**src/design/mdvt_pkg.sv**
```systemverilog
// Package for the muon deadtime veto tracker: field widths, request and
// result types, register indexes, reset values and the tick-to-ns helper.
// No dependencies.
package mdvt_pkg;

    localparam int HITS_W   = 14;
    localparam int WORD_W   = 64;
    localparam int TICK_W   = 43;
    localparam int WIN_W    = 48;
    localparam int COUNT_W  = 32;
    localparam int SUM_W    = 64;
    localparam int CFG_IDX_W = 3;
    localparam int CFG_DATA_W = 64;

    // stream payload widths
    localparam int S_TDATA_W = 192;
    localparam int M_TDATA_W = 160;
    localparam int M_TUSER_W = 3;

    // register indexes
    localparam logic [CFG_IDX_W-1:0] CFG_HIT_LIMIT     = 3'd0;
    localparam logic [CFG_IDX_W-1:0] CFG_VETO_WINDOW   = 3'd1;
    localparam logic [CFG_IDX_W-1:0] CFG_MUON_MASK     = 3'd2;
    localparam logic [CFG_IDX_W-1:0] CFG_FOLLOWER_MASK = 3'd3;
    localparam logic [CFG_IDX_W-1:0] CFG_CUT_MASK      = 3'd4;

    // register reset values
    localparam logic [HITS_W-1:0] RST_HIT_LIMIT     = 14'd5000;
    localparam logic [WIN_W-1:0]  RST_VETO_WINDOW   = 48'd20000000000;
    localparam logic [WORD_W-1:0] RST_MUON_MASK     = 64'h80;
    localparam logic [WORD_W-1:0] RST_FOLLOWER_MASK = 64'h4000;
    localparam logic [WORD_W-1:0] RST_CUT_MASK      = 64'h2100_0000_42C2;

    typedef enum logic [2:0] {
        V_PASS      = 3'd0,
        V_NEW_VETO  = 3'd1,
        V_PILEUP    = 3'd2,
        V_IN_WINDOW = 3'd3,
        V_FOLLOWER  = 3'd4,
        V_CUT_FAIL  = 3'd5
    } t_verdict;

    typedef struct packed {
        logic [HITS_W-1:0] event_hits;
        logic              words_valid;
        logic [WORD_W-1:0] applied_word;
        logic [WORD_W-1:0] flagged_word;
        logic [TICK_W-1:0] tick_time;
    } t_item;

    typedef struct packed {
        t_verdict           verdict;
        logic [COUNT_W-1:0] veto_total;
        logic [SUM_W-1:0]   pileup_ns;
        logic [SUM_W-1:0]   follower_ns;
    } t_result;

    typedef struct packed {
        logic [HITS_W-1:0] hit_limit;
        logic [WIN_W-1:0]  veto_window_ns;
        logic [WORD_W-1:0] muon_pass_mask;
        logic [WORD_W-1:0] follower_pass_mask;
        logic [WORD_W-1:0] cut_mask;
    } t_cfg;

    // elapsed ticks modulo 2^43 times 20 ns, as 16x + 4x
    function automatic logic [WIN_W-1:0] elapsed_ns(input logic [TICK_W-1:0] now,
                                                     input logic [TICK_W-1:0] start);
        logic [TICK_W-1:0] d;
        logic [WIN_W-1:0]  dx;
        d  = now - start;
        dx = {{(WIN_W-TICK_W){1'b0}}, d};
        return (dx << 4) + (dx << 2);
    endfunction

endpackage

```
**src/design/mdvt_cfg.sv**
```systemverilog
// Configuration registers of the veto tracker, written through a plain
// write port. Depends on mdvt_pkg.
module mdvt_cfg import mdvt_pkg::*; (
    input  logic                  i_clk,
    input  logic                  i_rst_n,
    input  logic                  i_cfg_we,
    input  logic [CFG_IDX_W-1:0]  i_cfg_idx,
    input  logic [CFG_DATA_W-1:0] i_cfg_data,
    output t_cfg                  o_cfg
);

    t_cfg r_cfg;

    always_ff @(posedge i_clk) begin
        if (!i_rst_n) begin
            r_cfg.hit_limit          <= RST_HIT_LIMIT;
            r_cfg.veto_window_ns     <= RST_VETO_WINDOW;
            r_cfg.muon_pass_mask     <= RST_MUON_MASK;
            r_cfg.follower_pass_mask <= RST_FOLLOWER_MASK;
            r_cfg.cut_mask           <= RST_CUT_MASK;
        end else if (i_cfg_we) begin
            case (i_cfg_idx)
                CFG_HIT_LIMIT:     r_cfg.hit_limit          <= i_cfg_data[HITS_W-1:0];
                CFG_VETO_WINDOW:   r_cfg.veto_window_ns     <= i_cfg_data[WIN_W-1:0];
                CFG_MUON_MASK:     r_cfg.muon_pass_mask     <= i_cfg_data[WORD_W-1:0];
                CFG_FOLLOWER_MASK: r_cfg.follower_pass_mask <= i_cfg_data[WORD_W-1:0];
                CFG_CUT_MASK:      r_cfg.cut_mask           <= i_cfg_data[WORD_W-1:0];
                default: ;
            endcase
        end
    end

    assign o_cfg = r_cfg;

endmodule

```
**src/design/mdvt_in_stage.sv**
```systemverilog
// Input register of the veto tracker: holds one request until the core
// takes it. Depends on mdvt_pkg.
module mdvt_in_stage import mdvt_pkg::*; (
    input  logic  i_clk,
    input  logic  i_rst_n,
    input  logic  i_valid,
    output logic  o_ready,
    input  t_item i_item,
    input  logic  i_take,
    output logic  o_valid,
    output t_item o_item
);

    logic  r_valid;
    t_item r_item;

    assign o_ready = !r_valid || i_take;

    always_ff @(posedge i_clk) begin
        if (!i_rst_n) begin
            r_valid <= 1'b0;
        end else if (o_ready) begin
            r_valid <= i_valid;
        end
    end

    always_ff @(posedge i_clk) begin
        if (o_ready && i_valid) begin
            r_item <= i_item;
        end
    end

    assign o_valid = r_valid;
    assign o_item  = r_item;

endmodule

```
**src/design/mdvt_core.sv**
```systemverilog
// Verdict logic and tracker state: veto and follower windows, veto count,
// saturating deadtime totals and the held cleaning words. Depends on mdvt_pkg.
module mdvt_core import mdvt_pkg::*; (
    input  logic    i_clk,
    input  logic    i_rst_n,
    input  t_cfg    i_cfg,
    input  logic    i_fire,
    input  t_item   i_item,
    output t_result o_result
);

    logic               r_veto_active, n_veto_active;
    logic               r_follower_active, n_follower_active;
    logic [TICK_W-1:0]  r_veto_start, n_veto_start;
    logic [TICK_W-1:0]  r_follower_start, n_follower_start;
    logic [COUNT_W-1:0] r_veto_count, n_veto_count;
    logic [SUM_W-1:0]   r_pileup_sum, n_pileup_sum;
    logic [SUM_W-1:0]   r_follower_sum, n_follower_sum;
    logic [WORD_W-1:0]  r_held_applied, r_held_flagged;

    logic [WORD_W-1:0]  flags, applied, need;
    logic [WIN_W-1:0]   el_veto, el_follower;
    logic [SUM_W:0]     pileup_add, follower_add;
    logic [SUM_W-1:0]   pileup_sat, follower_sat;
    logic               is_muon, follower_ok;
    t_verdict           verdict;

    assign flags   = i_item.words_valid ? i_item.flagged_word : r_held_flagged;
    assign applied = i_item.words_valid ? i_item.applied_word : r_held_applied;

    assign el_veto     = elapsed_ns(i_item.tick_time, r_veto_start);
    assign el_follower = elapsed_ns(i_item.tick_time, r_follower_start);

    assign pileup_add   = {1'b0, r_pileup_sum} + {{(SUM_W+1-WIN_W){1'b0}}, el_veto};
    assign follower_add = {1'b0, r_follower_sum} + {{(SUM_W+1-WIN_W){1'b0}}, el_follower};
    assign pileup_sat   = pileup_add[SUM_W] ? '1 : pileup_add[SUM_W-1:0];
    assign follower_sat = follower_add[SUM_W] ? '1 : follower_add[SUM_W-1:0];

    assign is_muon = (i_item.event_hits > i_cfg.hit_limit)
                  || ((flags & i_cfg.muon_pass_mask) != i_cfg.muon_pass_mask);
    assign follower_ok = (flags & i_cfg.follower_pass_mask) == i_cfg.follower_pass_mask;
    assign need = applied & i_cfg.cut_mask;

    always_comb begin
        n_veto_active     = r_veto_active;
        n_follower_active = r_follower_active;
        n_veto_start      = r_veto_start;
        n_follower_start  = r_follower_start;
        n_veto_count      = r_veto_count;
        n_pileup_sum      = r_pileup_sum;
        n_follower_sum    = r_follower_sum;
        verdict           = V_PASS;
        if (is_muon) begin
            // a muon closes any open follower window first
            if (r_follower_active) begin
                n_follower_sum    = follower_sat;
                n_follower_active = 1'b0;
            end
            n_veto_start = i_item.tick_time;
            if (!r_veto_active) begin
                if (r_veto_count != '1) begin
                    n_veto_count = r_veto_count + 1'b1;
                end
                n_veto_active = 1'b1;
                verdict       = V_NEW_VETO;
            end else begin
                n_pileup_sum = pileup_sat;
                verdict      = V_PILEUP;
            end
        end else if (r_veto_active && (el_veto < i_cfg.veto_window_ns)) begin
            verdict = V_IN_WINDOW;
        end else begin
            // window expired or closed: judge further
            n_veto_active = 1'b0;
            if (!follower_ok) begin
                if (r_follower_active) begin
                    n_follower_sum = follower_sat;
                end
                n_follower_active = 1'b1;
                n_follower_start  = i_item.tick_time;
                verdict           = V_FOLLOWER;
            end else begin
                n_follower_active = 1'b0;
                verdict = ((need & flags) != need) ? V_CUT_FAIL : V_PASS;
            end
        end
    end

    always_ff @(posedge i_clk) begin
        if (!i_rst_n) begin
            r_veto_active     <= 1'b0;
            r_follower_active <= 1'b0;
            r_veto_start      <= '0;
            r_follower_start  <= '0;
            r_veto_count      <= '0;
            r_pileup_sum      <= '0;
            r_follower_sum    <= '0;
            r_held_applied    <= '0;
            r_held_flagged    <= '0;
        end else if (i_fire) begin
            r_veto_active     <= n_veto_active;
            r_follower_active <= n_follower_active;
            r_veto_start      <= n_veto_start;
            r_follower_start  <= n_follower_start;
            r_veto_count      <= n_veto_count;
            r_pileup_sum      <= n_pileup_sum;
            r_follower_sum    <= n_follower_sum;
            r_held_applied    <= applied;
            r_held_flagged    <= flags;
        end
    end

    assign o_result.verdict     = verdict;
    assign o_result.veto_total  = n_veto_count;
    assign o_result.pileup_ns   = n_pileup_sum;
    assign o_result.follower_ns = n_follower_sum;

    // totals never go down
    a_count_mono: assert property (@(posedge i_clk) disable iff (!i_rst_n)
        $past(i_rst_n) |-> r_veto_count >= $past(r_veto_count))
        else $error("veto count decreased");

    a_pileup_mono: assert property (@(posedge i_clk) disable iff (!i_rst_n)
        $past(i_rst_n) |-> r_pileup_sum >= $past(r_pileup_sum))
        else $error("pileup total decreased");

    a_follower_mono: assert property (@(posedge i_clk) disable iff (!i_rst_n)
        $past(i_rst_n) |-> r_follower_sum >= $past(r_follower_sum))
        else $error("follower total decreased");

    a_new_veto_opens: assert property (@(posedge i_clk) disable iff (!i_rst_n)
        (i_fire && (verdict == V_NEW_VETO || verdict == V_PILEUP))
        |=> (r_veto_active && !r_follower_active))
        else $error("muon event did not leave an open veto window");

endmodule

```
**src/design/mdvt_out_stage.sv**
```systemverilog
// Output register of the veto tracker: holds one result until the
// downstream side takes it. Depends on mdvt_pkg.
module mdvt_out_stage import mdvt_pkg::*; (
    input  logic    i_clk,
    input  logic    i_rst_n,
    input  logic    i_load,
    input  t_result i_result,
    output logic    o_room,
    output logic    o_valid,
    input  logic    i_ready,
    output t_result o_result
);

    logic    r_valid;
    t_result r_result;

    assign o_room = !r_valid || i_ready;

    always_ff @(posedge i_clk) begin
        if (!i_rst_n) begin
            r_valid <= 1'b0;
        end else if (o_room) begin
            r_valid <= i_load;
        end
    end

    always_ff @(posedge i_clk) begin
        if (i_load) begin
            r_result <= i_result;
        end
    end

    assign o_valid  = r_valid;
    assign o_result = r_result;

endmodule

```
**src/design/muon_deadtime_veto_tracker.sv**
```systemverilog
// Muon deadtime veto tracker, top level.
// The accepting edge loads the input register; when the output stage has room, the
// verdict logic output is loaded into the output register.
// Throughput: 1 request per cycle unless output stalls; verdict/state loop sets it.
// Reset: synchronous active-low i_rst_n clears windows, counters, held words
// and both stages, and loads the register defaults.
module muon_deadtime_veto_tracker import mdvt_pkg::*; (
    input  logic                  i_clk,
    input  logic                  i_rst_n,
    input  logic                  i_cfg_we,
    input  logic [CFG_IDX_W-1:0]  i_cfg_idx,
    input  logic [CFG_DATA_W-1:0] i_cfg_data,
    input  logic                  i_s_tvalid,
    output logic                  o_s_tready,
    // event_hits[13:0], applied_word[77:14], flagged_word[141:78],
    // tick_time[184:142], zero fill[191:185]
    input  logic [S_TDATA_W-1:0]  i_s_tdata,
    // words_valid[0]
    input  logic                  i_s_tuser,
    output logic                  o_m_tvalid,
    input  logic                  i_m_tready,
    // veto_total[31:0], pileup_ns[95:32], follower_ns[159:96]
    output logic [M_TDATA_W-1:0]  o_m_tdata,
    // verdict[2:0]
    output logic [M_TUSER_W-1:0]  o_m_tuser
);

    t_cfg    cfg;
    t_item   s_item, core_item;
    t_result core_result, out_result;
    logic    core_valid, out_room, fire;

    assign s_item.event_hits   = i_s_tdata[13:0];
    assign s_item.words_valid  = i_s_tuser;
    assign s_item.applied_word = i_s_tdata[77:14];
    assign s_item.flagged_word = i_s_tdata[141:78];
    assign s_item.tick_time    = i_s_tdata[184:142];

    assign fire = core_valid && out_room;

    mdvt_cfg u_cfg (
        .i_clk      (i_clk),
        .i_rst_n    (i_rst_n),
        .i_cfg_we   (i_cfg_we),
        .i_cfg_idx  (i_cfg_idx),
        .i_cfg_data (i_cfg_data),
        .o_cfg      (cfg)
    );

    mdvt_in_stage u_in (
        .i_clk   (i_clk),
        .i_rst_n (i_rst_n),
        .i_valid (i_s_tvalid),
        .o_ready (o_s_tready),
        .i_item  (s_item),
        .i_take  (fire),
        .o_valid (core_valid),
        .o_item  (core_item)
    );

    mdvt_core u_core (
        .i_clk    (i_clk),
        .i_rst_n  (i_rst_n),
        .i_cfg    (cfg),
        .i_fire   (fire),
        .i_item   (core_item),
        .o_result (core_result)
    );

    mdvt_out_stage u_out (
        .i_clk    (i_clk),
        .i_rst_n  (i_rst_n),
        .i_load   (fire),
        .i_result (core_result),
        .o_room   (out_room),
        .o_valid  (o_m_tvalid),
        .i_ready  (i_m_tready),
        .o_result (out_result)
    );

    assign o_m_tdata = {out_result.follower_ns, out_result.pileup_ns, out_result.veto_total};
    assign o_m_tuser = out_result.verdict;

endmodule

```
**config.mk**
```make
export PLATFORM = sky130hd
export DESIGN_NAME = muon_deadtime_veto_tracker
export DESIGN_NICKNAME = d
export VERILOG_FILES = /design/src/design/mdvt_pkg.sv /design/src/design/mdvt_cfg.sv /design/src/design/mdvt_in_stage.sv /design/src/design/mdvt_core.sv /design/src/design/mdvt_out_stage.sv /design/src/design/muon_deadtime_veto_tracker.sv
export SDC_FILE = /design/constraint.sdc
export NUM_CORES = 2
export LEC_CHECK = 0
export BUFFER_PORTS_ARGS = -buffer_cell sky130_fd_sc_hd__buf_2
export CORE_MARGIN = 10
export CORE_UTILIZATION = 61
export DETAILED_ROUTE_END_ITERATION = 16
export GPL_TIMING_DRIVEN = 1
export PLACE_DENSITY = 0.81
export SETUP_SLACK_MARGIN = 0.3
export SLEW_MARGIN = 20
export SYNTH_ARGS = -nofsm -noshare
export SYNTH_HDL_FRONTEND = slang
export SYNTH_HIERARCHICAL = 1
export SYNTH_SLANG_ARGS = --single-unit
```
**constraint.sdc**
```tcl
create_clock -name i_clk -period 10.5 [get_ports i_clk]
set_input_delay 0.525 -clock i_clk [delete_from_list [all_inputs] [get_ports i_clk]]
set_output_delay 0.525 -clock i_clk [all_outputs]
set_load 0.02 [all_outputs]
```
== Word-level counts from Yosys, hierarchy flattened ==
Cells that the tools add are included.
Cells by class
  equal/unequal tests: 9
  $lt $le $gt $ge: 2
  add/subtract/negate cells: 7
  reduce and logical (&&, ||, !) cells: 17
  bitwise operators: 7
  multiplexer cells: 23
Operators with widths (count)
  64-bit two-way mux: 10
  64-bit AND: 4
  64-bit by 48-bit adder with 65-bit output: 2
  64-bit != test: 2
  47-bit by 45-bit adder with 48-bit output: 2
  32-bit two-way mux: 3
  43-bit subtractor: 2
  64-bit == test: 1
  48-bit < comparator: 1
  32-bit by 1-bit adder with 32-bit output, second input constant: 1
  32-bit != test, second input constant: 1
  14-bit > comparator: 1
  2-bit AND reduction: 7
  3-bit two-way mux: 4
  3-bit by 2-bit == test with 1-bit output, second input constant: 2
  1-bit two-way mux: 5
  4-bit AND reduction: 1
  3-bit by 1-bit == test with 1-bit output, second input constant: 1
  3-bit == test, second input constant: 1
  1-bit logical AND: 3
  3-bit logical NOT: 1
  1-bit logical OR: 3
  1-bit NOT: 3
  1-bit logical NOT: 2
  other kinds (2): 2
Storage, ports and cells
  logic and storage cells: 90
  input port bits: 265
  bits in registers: 981
  output and inout port bits: 165

== Logic depth before layout (Yosys ltp) ==
  word-level depth: 8
  mapped depth: 42
  gate-level depth less buffers: 39

== Hierarchy ==
The synthesis kept the hierarchy.
By module, submodules not included
  mdvt_core: cells each 4275, area each 32860.3 sq um, seq. area each 7527.2 sq um, times used 1
  mdvt_cfg: cells each 920, area each 9509.1 sq um, seq. area each 5084.9 sq um, times used 1
  mdvt_in_stage: cells each 191, area each 5642.9 sq um, seq. area each 5605.4 sq um, times used 1
  mdvt_out_stage: cells each 167, area each 4943.5 sq um, seq. area each 4914.7 sq um, times used 1
  muon_deadtime_veto_tracker: cells each 1, area each 6.3 sq um, seq. area each 0.0 sq um, times used 1

== Worst setup path after synthesis ==
Ideal clock, no wire load.
  kind: reg-to-reg
  from: register u_in.r_item, in the netlist u_in/o_item[2]
  to: register u_core.r_follower_start[10]
  setup slack: 3.058 ns
  arrival time: 7.314 ns
  cell stages (with the launch flop): 39
  required time: 10.372 ns
  library setup time: 0.128 ns
  path buffers: 2
  clock period less this slack: 7.442 ns
  path through: edfxtp_1 -> ha_1 -> o211ai_1 -> a21oi_1 -> o21a_1 -> o21ai_0 -> a21oi_1 -> o21ai_0 -> nand2b_1 -> a21oi_1 -> o21bai_1 -> a21oi_1 -> xnor2_1 -> ha_1 -> a211o_1 -> a211oi_1 -> o211ai_1 -> nand4_1 -> [3 not listed] -> o31ai_1 -> a41oi_1 -> o21ai_0 -> a41o_1 -> xor2_1 -> ha_1 -> nand4_1 -> nor2_1 -> a2111oi_0 -> o21ai_0 -> a31oi_1 -> and3_1 -> nor3_1 -> nand3_1 -> clkbuf_1 -> buf_1 -> mux2i_1 -> nor2_1
Between the ends
  cells in the longest elaborated chain, start to end: 6
Ends and longest elaborated chain
  start: declaration: RTL line mdvt_in_stage.sv:15  | t_item r_item;
  start signal: assignment: RTL line mdvt_in_stage.sv:29  | r_item <= i_item;
  43-bit subtractor: RTL line mdvt_pkg.sv:71  | d = now - start;
  47-bit by 45-bit adder with 48-bit output: RTL line mdvt_pkg.sv:73  | return (dx << 4) + (dx << 2);
  48-bit < comparator: RTL line mdvt_core.sv:70  | end else if (r_veto_active && (el_veto < i_cfg.veto_window_ns)) begin
  1-bit logical AND: RTL line mdvt_core.sv:70
  1-bit NOT (no source line)
  4-bit AND reduction (no source line)
  end signal: assignment: RTL line mdvt_core.sv:104  | r_follower_start <= n_follower_start;
  end: declaration: RTL line mdvt_core.sv:15  | logic [TICK_W-1:0] r_follower_start, n_follower_start;
Every way passes these cells.
A chain may end at the register's enable or synchronous reset.

== Worst setup path in the final report ==
  from: register u_in.r_item, in the netlist u_in/o_item[2]
  to: register u_core.r_follower_start[7]
The elaborated chain is that of the path after synthesis.

==> results.md <==
- Yosys cell types: 98
- CP bufs+invs: 1
- Hold-fix buffers, CTS: 140
- Post-CTS setup buffer count: 0
- Reg2reg path depth: 37
- Util after Layout: 70.2%
- Clock Skews: 0.0832 ns
- Fraction of layout cells with a size suffix above 1: 11.9%
- Clk slew on worst S/H paths: 0.06 ns
- Fmax: 110 MHz
- Worst path depth: 37
- CTS H-tree lvls: 3
- Largest net degree at the start of global routing: 144
- Root Driver: clkbuf_16
- Syn Area/Cell: 9.54 sq um
- Peak VDD IR: 0.167 mV
- Vias in the first global route: 42,900
- CTS Sinks: 981
- Worst path slowest cell: buf_4
- Via Count: 44,800
- DR pass1 iterations: 7
- Comb power frac: 35.6%
- Worst Max-Slew Pin Slew: 1.18 ns
- CP max FO: 44
- I/O pin count: 430
- Clock group share of total power: 30.3%
- Main synth FF type: dfxtp_1
- Number of fill cells: 6,428
- Slew Limit Headroom: 21.4%
- Row count: 108
- RD Place Congestion: 0.947
- Worst setup SP type: register
- Hold Crit Class: input pin to register
- Cell mode on critical path: a21oi_1
- Antenna violations before repair: 11
- Min Clock Period, post-route: 9.08 ns
- Wire per inst: 22.5 um
- Unrepaired setup endpoints after global routing: no
- Yosys reg bits: 981
- CTS buffer count: 101
- Area delta synth->final: 14.6%
- Hold depth: 1
- Hpwl dp: 115,000 um
- Final WL: 163,000 um
- Int Pwr: 7.84 mW
- First-pass GRT wire length: 248,000 um
- Die area: 99,000 sq um
- Worst Setup End Kind: register
- GRT Util Overall: 31.6%
- Post-CTS sizing: 0
- Pleak: 25.5 nW
- Worst endpoint data arrival time: 9.58 ns
- Final WS setup: 1.42 ns
- Die W: 315 um
- Mapped cell area: 53,000 sq um
- Final period util: 86.5%
- Final Hold Viols: 0
- CP Data Required Time: 11.00 ns
- Sequential area share after synthesis: 43.7%
- GR Overflow Total: 0
- Post-synth EDFFs: 349
- Clock Latency Late Sink: 0.73 ns
- Iter 0 DRT Violations: 5,253
- Switching Fraction: 36.7%
- Final setup fails: 0
- Crit path max-delay family: compound AO/OA/AOI/OAI gates
- CTS tree: done
- Fin Setup TNS: 0 ns
- Core area: 86,500 sq um
- Max Slew Vio Count: 0
- Synth warn: 6
- Post-Syn Instances: 5,554
- Drt drc: 0
- Die Y: 315 um
- Setup WS pre-CTS: 1.67 ns
- Outcome: finished clean
- Post-Syn Nets: 6,151
- Switch Pwr: 4.55 mW
- Fin nets: 6,581
- # Max-Cap Violations: 0
- Critical Path Max Stage Delay: 0.63 ns
- Pwr dens: 204 nW/um^2
- CTS Buffer Depth: 3
- Sequential power share: 34.1%
- Port Buffers: 422
- DRT antenna net count: 0
- Ys async rst share: 0%
- Vias per inst: 6.20
- Starting Density: 61.2%
- Critical path class: register to register
-- cells in the mapped netlist, types with 30 or more instances --
cell type | number | area, sq um
nor3_1 | 45 | 225
a22oi_1 | 66 | 495
clkbuf_1 | 195 | 732
o22a_1 | 36 | 315
a211oi_1 | 34 | 255
nand2_1 | 702 | 2640
mux2i_1 | 409 | 4090
inv_1 | 227 | 852
nand2b_1 | 30 | 188
a31oi_1 | 49 | 307
a21oi_1 | 454 | 2270
and3b_1 | 47 | 412
fa_1 | 46 | 921
o21ai_0 | 237 | 1190
dfxtp_1 | 632 | 12700
edfxtp_1 | 349 | 10500
nor2_1 | 411 | 1540
ha_1 | 286 | 3580
and3_1 | 51 | 319
o21bai_1 | 35 | 263
nand3_1 | 90 | 450
nor3b_1 | 51 | 383
xor2_1 | 96 | 841
nand4_1 | 95 | 594
o21a_1 | 39 | 293
xnor2_1 | 180 | 1580
nor2b_1 | 74 | 463
a21o_1 | 160 | 1200
buf_2 | 37 | 185
-- per-layer routing --
metal	GRT usage (%)	wire length (um)	up-vias
met1	41.3	65300	21500
li1	-	-	20700
met4	15.6	8530	6
met2	50.0	74100	2217
met5	0	39	-
met3	5.95	14700	401
-- final cells by class --
type                    count  area, sq um  area share [%]
diodes                      7         17.5          0.0289
clock buffers             136         2840            4.69
inverters                 229          867            1.43
well taps                1155         1450            2.38
repair buffers            607         3930            6.48
flip-flops and latches    981        23100            38.1
multi-input cells        4064        27800            45.8
clock inverters            56          641            1.06
-- registers in the layout, summed over array words and instances, names as in the netlist --
name,flops
u_core/r_held_applied,64
u_core/r_held_flagged,64
u_core/r_pileup_sum,64
u_core/r_veto_count,32
u_core/r_follower_start,43
u_core/r_veto_active,1
u_in/o_item,186
u_core/r_follower_active,1
u_out/o_valid,1
u_core/r_veto_start,43
u_in/o_valid,1
u_cfg/o_cfg,254
u_out/o_result,163
u_core/r_follower_sum,64
-- cells in the final DEF (no fill, tap or decap), types with 21 or more instances in the layout --
cell           Yosys  routed
o21ai_0          237     236
mux2i_1          409     409
inv_1            227     227
clkbuf_1         195      21
edfxtp_1         349     349
nand2b_1          30      30
buf_4             18      40
o21a_1            39      37
nor2b_1           74      74
nor3b_1           51      50
o22ai_1           21      21
buf_2             37     421
a31oi_1           49      49
xor2_1            96      96
dlygate4sd3_1      0     140
nand2_1          702     701
a22oi_1           66      66
o22a_1            36      36
xnor2_1          180     180
a21o_1           160     160
a211oi_1          34      34
nand4_1           95      95
nor2_1           411     409
dfxtp_1          632     632
clkbuf_16          0     105
and3_1            51      51
o21bai_1          35      35
and3b_1           47      47
a21oi_1          454     454
nor3_1            45      44
nand3_1           90      89
mux2_2            21      21
ha_1             286     286
fa_1              46      46
-- power groups by stage --
stage                     Sequential, mW  Clock [mW]  Combinational (mW)
after floorplan                     4.33           0                3.02
after global placement              4.30           0                4.17
after detailed placement            4.30           0                4.24
after CTS                           4.22        3.77                4.31
after global routing                4.24        3.93                4.81
final                               4.22        3.75                4.41
-- cells by family after synthesis --
kind of cell | Yosys count | synth area share [%]
multiplexers | 430 | 8.18
adder cells (fa/ha/maj) | 332 | 8.50
XOR/XNOR | 277 | 4.59
AND/OR/NAND/NOR | 1709 | 15.2
AO/OA/AOI/OAI | 1316 | 15.8
flip-flops | 981 | 43.7
buffers and inverters | 509 | 4.01
-- worst register-to-register path, delay by kind of cell, from the launching register on --
family | cells | cell delay, ns
multiplexers | 1 | 0.44
AO/OA/AOI/OAI | 21 | 4.35
adder cells (fa/ha/maj) | 3 | 1.08
AND/OR/NAND/NOR | 9 | 1.30
XOR/XNOR | 2 | 0.63
buffers and inverters | 1 | 0.63
flip-flops | 1 | 0.47
-- path summary, 6_finish.rpt --
path                             startpoint  slack [ns]                          to
setup / recovery             u_in/o_item[2]        1.42  u_core/r_follower_start[7]
hold / removal                i_s_tdata[93]        0.03             u_in/o_item[58]
setup reg to reg             u_in/o_item[2]        1.42  u_core/r_follower_start[7]
hold reg to reg   u_core/r_held_applied[50]        0.45   u_core/r_held_applied[50]
-- stage by stage --
| step | hold slack [ns] | total power, mW | std cells | cell area (sq um) |
|---|---|---|---|---|
| floorplan | 0.431 | 7.34 | 5554 | 53000 |
| global placement | 0.436 | 8.47 | 6894 | 55700 |
| detailed placement | 0.442 | 8.54 | 6894 | 55700 |
| CTS | 0.000490 | 12.3 | 7226 | 60600 |
| global route | 0.0124 | 13.0 | 7235 | 60700 |
| finish | 0.0277 | 12.4 | 7235 | 60700 |
Power figures use the tool's default switching activity.
